### src/sv/cab_pkg.sv
// Types and constants of the cyclic asynchronous buffer index manager.
package cab_pkg;

   localparam int MAX_BUFFERS_DEFAULT = 8;
   localparam int MIN_BUFFERS         = 2;
   localparam int RESET_BUFFERS       = 8;
   localparam int CSR_W               = 4;
   localparam int IDX_W               = 3;
   localparam int COUNT_W             = 8;
   localparam logic [COUNT_W-1:0] COUNT_MAX = '1;

   typedef enum logic [1:0] {
      CMD_RESERVE = 2'd0,
      CMD_PUT     = 2'd1,
      CMD_GET     = 2'd2,
      CMD_RELEASE = 2'd3
   } command_type;

   typedef enum logic [1:0] {
      STATUS_OK        = 2'd0,
      STATUS_EMPTY     = 2'd1,
      STATUS_COUNT_ERR = 2'd2
   } status_type;

   typedef struct packed {
      logic [1:0]       command;
      logic [IDX_W-1:0] buffer_index;
   } request_type;

   typedef struct packed {
      logic [IDX_W-1:0] result_index;
      logic [1:0]       status;
   } response_type;

   typedef enum logic {
      CTRL_EMPTY,
      CTRL_FULL
   } ctrl_state_type;

   typedef struct packed {
      logic execute;
   } ctrl_cmd_type;

endpackage

### src/sv/cab_controller.sv
// Handshake controller: tracks whether the response register holds a transaction.
module cab_controller (
   input  logic                  clock,
   input  logic                  reset,
   input  logic                  req_valid,
   output logic                  req_stall,
   output logic                  rsp_valid,
   input  logic                  rsp_stall,
   output cab_pkg::ctrl_cmd_type cmd
);

   cab_pkg::ctrl_state_type state_ff;
   cab_pkg::ctrl_state_type state_in;

   always_ff @(posedge clock) begin
      if (reset) begin
         state_ff <= cab_pkg::CTRL_EMPTY;
      end else begin
         state_ff <= state_in;
      end
   end

   always_comb begin
      state_in    = state_ff;
      rsp_valid   = 1'b0;
      req_stall   = 1'b0;
      cmd.execute = 1'b0;
      case (state_ff)
         cab_pkg::CTRL_EMPTY: begin
            cmd.execute = req_valid;
            if (req_valid) begin
               state_in = cab_pkg::CTRL_FULL;
            end
         end
         cab_pkg::CTRL_FULL: begin
            rsp_valid = 1'b1;
            // A new transaction may replace the response only as it leaves.
            req_stall   = rsp_stall;
            cmd.execute = req_valid && !rsp_stall;
            if (!rsp_stall && !req_valid) begin
               state_in = cab_pkg::CTRL_EMPTY;
            end
         end
         default: begin
            state_in = cab_pkg::CTRL_EMPTY;
         end
      endcase
   end

endmodule

### src/sv/cab_datapath.sv
// Datapath: free list, newest buffer, reader counts and the response register.
module cab_datapath #(
   parameter int MAX_BUFFERS = cab_pkg::MAX_BUFFERS_DEFAULT
) (
   input  logic                       clock,
   input  logic                       reset,
   input  logic                       csr_write_enable,
   input  logic [cab_pkg::CSR_W-1:0]  csr_write_data,
   input  cab_pkg::ctrl_cmd_type      cmd,
   input  cab_pkg::request_type       req_payload,
   output cab_pkg::response_type      rsp_payload
);

   localparam int AW = $clog2(MAX_BUFFERS);
   localparam int HW = $clog2(MAX_BUFFERS + 1);
   localparam int XW = (HW > cab_pkg::CSR_W) ? HW : cab_pkg::CSR_W;

   logic [HW-1:0]               count_ff;
   logic [HW-1:0]               head_ff;
   logic [AW-1:0]               newest_ff;
   logic [HW-1:0]               links_ff  [MAX_BUFFERS];
   logic [cab_pkg::COUNT_W-1:0] counts_ff [MAX_BUFFERS];
   cab_pkg::response_type       result_ff;

   logic [XW-1:0]               init_raw;
   logic [HW-1:0]               init_n;
   logic [HW-1:0]               init_links [MAX_BUFFERS];

   logic [XW-1:0]               idx_x;
   logic [AW-1:0]               idx_a;
   logic                        idx_ok;
   logic [AW-1:0]               cnt_addr;
   logic [cab_pkg::COUNT_W-1:0] cnt_rd;
   logic [cab_pkg::COUNT_W-1:0] cnt_dec;

   logic [HW-1:0]               head_in;
   logic [AW-1:0]               newest_in;
   logic                        link_we;
   logic [AW-1:0]               link_addr;
   logic                        cnt_we;
   logic [cab_pkg::COUNT_W-1:0] cnt_data;
   cab_pkg::response_type       result_in;
   cab_pkg::status_type         st;

   // Pool size after reset or a register write, saturated to the legal range.
   always_comb begin
      init_raw = reset ? XW'(cab_pkg::RESET_BUFFERS) : XW'(csr_write_data);
      if (init_raw < XW'(cab_pkg::MIN_BUFFERS)) begin
         init_n = HW'(cab_pkg::MIN_BUFFERS);
      end else if (init_raw > XW'(MAX_BUFFERS)) begin
         init_n = HW'(MAX_BUFFERS);
      end else begin
         init_n = HW'(init_raw);
      end
      // The last buffer starts as the newest, so the list stops one short of it.
      for (int i = 0; i < MAX_BUFFERS; i++) begin
         init_links[i] = (i + 1 < int'(init_n) - 1) ? HW'(i + 1) : HW'(MAX_BUFFERS);
      end
   end

   assign idx_x    = XW'(req_payload.buffer_index);
   assign idx_a    = AW'(req_payload.buffer_index);
   assign idx_ok   = idx_x < XW'(count_ff);
   assign cnt_addr = (req_payload.command == cab_pkg::CMD_RELEASE) ? idx_a : newest_ff;
   assign cnt_rd   = counts_ff[cnt_addr];
   assign cnt_dec  = cnt_rd - cab_pkg::COUNT_W'(1);

   always_comb begin
      head_in   = head_ff;
      newest_in = newest_ff;
      link_we   = 1'b0;
      link_addr = newest_ff;
      cnt_we    = 1'b0;
      cnt_data  = cnt_rd;
      st        = cab_pkg::STATUS_OK;
      result_in.result_index = req_payload.buffer_index;
      case (req_payload.command)
         cab_pkg::CMD_RESERVE: begin
            if (head_ff >= count_ff) begin
               st = cab_pkg::STATUS_EMPTY;
               result_in.result_index = '0;
            end else begin
               result_in.result_index = cab_pkg::IDX_W'(head_ff);
               head_in = links_ff[head_ff[AW-1:0]];
            end
         end
         cab_pkg::CMD_PUT: begin
            if (!idx_ok) begin
               st = cab_pkg::STATUS_COUNT_ERR;
            end else begin
               // The old newest goes back to the pool unless a reader holds it or it is put again.
               if (cnt_rd == '0 && newest_ff != idx_a) begin
                  link_we   = 1'b1;
                  link_addr = newest_ff;
                  head_in   = HW'(newest_ff);
               end
               newest_in = idx_a;
            end
         end
         cab_pkg::CMD_GET: begin
            result_in.result_index = cab_pkg::IDX_W'(newest_ff);
            if (cnt_rd == cab_pkg::COUNT_MAX) begin
               st = cab_pkg::STATUS_COUNT_ERR;
            end else begin
               cnt_we   = 1'b1;
               cnt_data = cnt_rd + cab_pkg::COUNT_W'(1);
            end
         end
         cab_pkg::CMD_RELEASE: begin
            if (!idx_ok || cnt_rd == '0) begin
               st = cab_pkg::STATUS_COUNT_ERR;
            end else begin
               cnt_we   = 1'b1;
               cnt_data = cnt_dec;
               if (cnt_dec == '0 && idx_a != newest_ff) begin
                  link_we   = 1'b1;
                  link_addr = idx_a;
                  head_in   = HW'(idx_a);
               end
            end
         end
         default: begin
            st = cab_pkg::STATUS_OK;
         end
      endcase
      result_in.status = st;
   end

   always_ff @(posedge clock) begin
      if (reset || csr_write_enable) begin
         count_ff  <= init_n;
         head_ff   <= '0;
         newest_ff <= AW'(init_n - HW'(1));
         links_ff  <= init_links;
         counts_ff <= '{default: '0};
      end else if (cmd.execute) begin
         head_ff   <= head_in;
         newest_ff <= newest_in;
         if (link_we) begin
            links_ff[link_addr] <= head_ff;
         end
         if (cnt_we) begin
            counts_ff[cnt_addr] <= cnt_data;
         end
      end
   end

   always_ff @(posedge clock) begin
      if (cmd.execute) begin
         result_ff <= result_in;
      end
   end

   assign rsp_payload = result_ff;

endmodule

### src/sv/cab_buffer_manager_top.sv
// Index manager of a cyclic asynchronous buffer: one writer, several readers.
//
// Request channel (req_valid, req_stall, req_payload) carries a command and a
// buffer index: reserve pops the free list, put publishes a buffer as the
// newest, get hands out the newest buffer and counts a reader, release drops
// a reader and returns the buffer to the pool once unused and not newest.
// Response channel (rsp_valid, rsp_stall, rsp_payload) returns one transaction
// per request with the buffer index and a status code.
// A request that is taken shows its response from the next cycle on.
// Throughput is one transaction per cycle while rsp_stall is low, set by the
// single response register; the tables are flip-flop arrays written with it.
// While the receiver stalls a waiting response, req_stall follows rsp_stall
// and the response holds; a new request is taken in the cycle it leaves.
// Synchronous reset builds a pool of eight buffers (capped at MAX_BUFFERS) and
// empties the response register. A write on csr_write_enable rebuilds the pool
// with the written size, saturated to 2..MAX_BUFFERS, in the same cycle.
module cab_buffer_manager_top #(
   parameter int MAX_BUFFERS = cab_pkg::MAX_BUFFERS_DEFAULT
) (
   input  logic                      clock,
   input  logic                      reset,
   input  logic                      req_valid,
   output logic                      req_stall,
   input  cab_pkg::request_type      req_payload,
   output logic                      rsp_valid,
   input  logic                      rsp_stall,
   output cab_pkg::response_type     rsp_payload,
   input  logic                      csr_write_enable,
   input  logic [cab_pkg::CSR_W-1:0] csr_write_data
);

   cab_pkg::ctrl_cmd_type cmd;

   cab_controller u_controller (
      .clock     (clock),
      .reset     (reset),
      .req_valid (req_valid),
      .req_stall (req_stall),
      .rsp_valid (rsp_valid),
      .rsp_stall (rsp_stall),
      .cmd       (cmd)
   );

   cab_datapath #(
      .MAX_BUFFERS (MAX_BUFFERS)
   ) u_datapath (
      .clock            (clock),
      .reset            (reset),
      .csr_write_enable (csr_write_enable),
      .csr_write_data   (csr_write_data),
      .cmd              (cmd),
      .req_payload      (req_payload),
      .rsp_payload      (rsp_payload)
   );

endmodule

### config.mk
export PLATFORM = sky130hd
export DESIGN_NAME = cab_buffer_manager_top
export DESIGN_NICKNAME = d
export VERILOG_FILES = /design/src/sv/cab_pkg.sv /design/src/sv/cab_controller.sv /design/src/sv/cab_datapath.sv /design/src/sv/cab_buffer_manager_top.sv
export SDC_FILE = /design/constraint.sdc
export NUM_CORES = 1
export LEC_CHECK = 0
export BUFFER_PORTS_ARGS = -buffer_cell sky130_fd_sc_hd__clkbuf_2
export CAP_MARGIN = 0
export CORE_AREA = 2 2 110 112
export DETAILED_ROUTE_END_ITERATION = 6
export DIE_AREA = 0 0 112 114
export PLACE_DENSITY_LB_ADDON = 0.05
export SLEW_MARGIN = 10
export SYNTH_ARGS = -nofsm -noshare
export SYNTH_HDL_FRONTEND = slang
export SYNTH_SLANG_ARGS = --single-unit
### constraint.sdc
create_clock -name clock -period 5 [get_ports clock]
set_clock_uncertainty 0.15 [all_clocks]
set_input_delay 0.75 -clock clock [delete_from_list [all_inputs] [get_ports clock]]
set_output_delay 0.75 -clock clock [all_outputs]
set_load 0.02 [all_outputs]
==> impl_metrics.py <==
metrics = {
    "run_status": {
        "status": "finished, final reports clean",
    },
    "critical_path": {
        "start_kind": "input port",
        "r2r-start": "u_datapath.newest_ff[0]$_DFFE_PP_",
        "r2r_end": "u_datapath.links_ff[17]$_SDFFCE_PN0P_",
        "crit_buf_inv": 2,
        "cp_top_family": "simple AND/OR/NAND/NOR gates",
        "rrSetupSlack_ns": 0.86,
        "cp_common_cell": "nand2_1",
        "critPathSlowestCell": "or4_1",
        "crit_arrival_ns": 4.14,
        "critPathMaxStageDelay_ns": 0.42,
        "crit_required_ns": 4.93,
        "crit_chain": "clkbuf_2 -> and4b_1 -> a31o_4 -> a22oi_1 -> o22ai_1 -> or2_2 -> inv_1 -> ha_1 -> nand2_1 -> or4_1 -> a21boi_2 -> o211a_4 -> and2_4 -> o21ai_0 -> nand2_1",
        "crit_type": "in -> reg",
        "endpoint_kind": "flop",
        "path_max_fanout": 15,
        "r2r_cells": 13,
    },
    "global_route": {
        "overflow": 0,
        "track_usage_pct": 32.2,
        "grt_pass1_wl_mm": 31.4,
        "grt_antenna_before_repair": 0,
        "grt_max_degree": 56,
        "first_global_vias": 5739,
    },
    "route": {
        "drc": 0,
        "num_vias": 5873,
        "drt-pass1-iter-count": 5,
        "viasPerCell": 6.46,
        "wl_per_cell_microns": 22.0,
        "routed_wl_mm": 20.0,
        "drt_iter0_drc": 635,
        "antenna_left": 0,
    },
    "floorplan": {
        "die_area_sq_um": 12800,
        "core_area_sq_um": 11700,
        "die_w_microns": 112,
        "std_cell_rows": 40,
        "pin_count": 21,
        "start_util_pct": 58.3,
        "fp.dieH_microns": 114,
    },
    "cts": {
        "cts.clk_slew.worst_paths_ns": 0.05,
        "cts_tree": "done",
        "clock_latency_ns": 0.42,
        "htree_levels": 4,
        "cts_buffers": 17,
        "cts-root-buf": "clkbuf_16",
        "cts_resized": 0,
        "clock_path_buffers": 2,
        "cts.sinks": 113,
        "ctsHoldBuffers": 0,
        "post_cts_buffers": 0,
    },
    "power": {
        "ir_drop_mv": 0.269,
        "total_power_mw": 2.58,
        "leakage_nw": 3.08,
        "power_density_nw_per_um2": 335,
    },
    "sta": {
        "fmax_ghz": 0.238,
        "slew_viol_final": 0,
        "min_period_over_period_pct": 84.2,
        "setup_viol_count_final": 0,
        "hold_ws_ns": 0.316,
        "worst_pin_slew_ns": 0.877,
        "rsz0062_at_grt": "no",
        "setup_tns_ns": 0,
        "fin_crit_ns": 4.21,
        "hold_viol_final": 0,
        "maxSlewHeadroom_pct": 41.1,
    },
    "synthesis": {
        "ys_ff_latch": 113,
        "avgSynthCellArea_sq_um": 9.45,
        "synthesis.area_sq_um": 6830,
        "yosysUniqueCellTypes": 83,
        "syn_nets": 748,
        "synth-main-ff-cell": "dfxtp_1",
        "synth_edf_count": 40,
        "ys_warn_count": 0,
        "synthCells": 723,
        "synthArstFlopShare_pct": 0,
        "ys_seq_area_share_pct": 39.0,
    },
    "layout": {
        "layout-drive-gt1-share_pct": 19.4,
        "fin_area_sq_um": 7700,
        "final_common_cell": "nor2_1",
        "num_antenna_cells": 0,
        "layout_common_cells": "nor2_1, dfxtp_1, mux2i_1, nand2_1, edfxtp_1",
        "layout-area-overhead-vs-synth_pct": 12.7,
        "final_core_util_pct": 65.7,
        "fin_nets": 774,
    },
    "placement": {
        "numPortBuffers": 20,
        "dpl-instance-area_sq_um": 7140,
        "gp_congestion": 0.962,
        "dp_hpwl_mm": 14.4,
    },
    "hold_path": {
        "min-delay-start": "u_datapath.counts_ff[37]$_SDFFE_PN0P_",
        "min_path_type": "reg -> reg",
        "hold_end": "u_datapath.counts_ff[37]$_SDFFE_PN0P_",
        "min_delay_path_depth": 2,
    },
    "job": {
        "cap_violations": 0,
    },
}
flip-flops by register name, summed over array words and instances (netlist names), named ones only:
name                    count
u_controller.state_ff       1
u_datapath.count_ff         4
u_datapath.rsp_payload      5
u_datapath.head_ff          4
u_datapath.counts_ff       64
u_datapath.newest_ff        3
u_datapath.links_ff        28
kinds of logic (layout without fill, tap and decap cells):
logic type                 after synthesis  after routing  synth area share (%)
DFF                                    113            113                  39.0
and+or+nand+nor                        267            267                  20.4
xor gates and xnor gates                10             10                  1.28
AOI/OAI and AO/OA                      164            164                  17.5
adders and majority gates               11             11                  2.02
muxes                                   84             84                  14.5
buffers and inverters                   74            113                  5.24
synthesized netlist by cell type, types with 5 or more instances:
master,count,area [sq um]
a21o_1,5,37.5
and3_1,21,131
o211ai_1,6,45.0
mux2i_1,62,621
a211oi_1,10,75.1
clkbuf_1,23,86.3
nand2b_1,6,37.5
nand4_1,12,75.1
a32oi_1,5,43.8
buf_6,6,67.6
mux4_2,8,180
buf_2,16,80.1
nand2_1,59,221
o21ai_1,8,40.0
a21oi_1,34,170
dfxtp_1,73,1460
ha_1,11,138
o31ai_1,9,67.6
nor3_1,9,45.0
a22oi_1,5,37.5
nand3_1,33,165
and2_1,5,31.3
mux2_2,8,90.1
edfxtp_1,40,1200
o21ai_0,37,185
nor2_1,81,304
xnor2_1,6,52.6
o22ai_1,10,62.6
inv_1,17,63.8
or2_1,6,37.5
worst max-delay path by stage:
stage	startpoint	to	slack, ns	cells after the start
global placement	req_payload[3]	u_datapath.counts_ff[27]$_SDFFE_PN0P_	0.48	15
global route	req_payload[1]	u_datapath.links_ff[29]$_SDFFCE_PN0P_	0.60	15
finish	req_payload[1]	u_datapath.links_ff[17]$_SDFFCE_PN0P_	0.79	15
floorplan	req_payload[4]	u_datapath.links_ff[13]$_SDFFCE_PN0P_	0.39	19
CTS	req_payload[1]	u_datapath.links_ff[17]$_SDFFCE_PN0P_	0.83	15
detailed placement	req_payload[1]	u_datapath.links_ff[30]$_SDFFCE_PN0P_	0.42	15
tightest hold or removal path, delay by kind of cell, from the launching register on:
family          cells  cell delay [ns]
flops               1             0.31
simple gates        1             0.05
compound gates      1             0.05
where the power goes:
part / leakage, nW / switching, mW / internal [mW]
logic: 1.79 / 0.274 / 0.152
registers: 1.01 / 0.0190 / 0.988
clock network: 0.280 / 0.461 / 0.688
total: 3.08 / 0.754 / 1.83
per-stage QoR:
stage	std cells	setup WS, ns
3_5_place_dp	877	0.424
5_1_grt	909	0.601
3_3_place_gp	877	0.484
4_1_cts	909	0.830
6_report	909	0.791
2_1_floorplan	723	0.386
metal layers:
layer | wire (microns) | track usage (%)
met2 | 9960 | 55.7
met1 | 8180 | 37.9
met4 | 913 | 17.0
met5 | 0 | 0
met3 | 904 | 6.54
cell type report:
class / count / area, sq um
clock buffer: 18 / 429
clock inverter: 14 / 131
fill: 959 / 4010
inverter: 22 / 82.6
multi-input combinational: 536 / 3820
sequential: 113 / 2660
tap: 147 / 184
timing repair buffer: 59 / 393
Note: power is estimated with default switching activity, not from simulation.
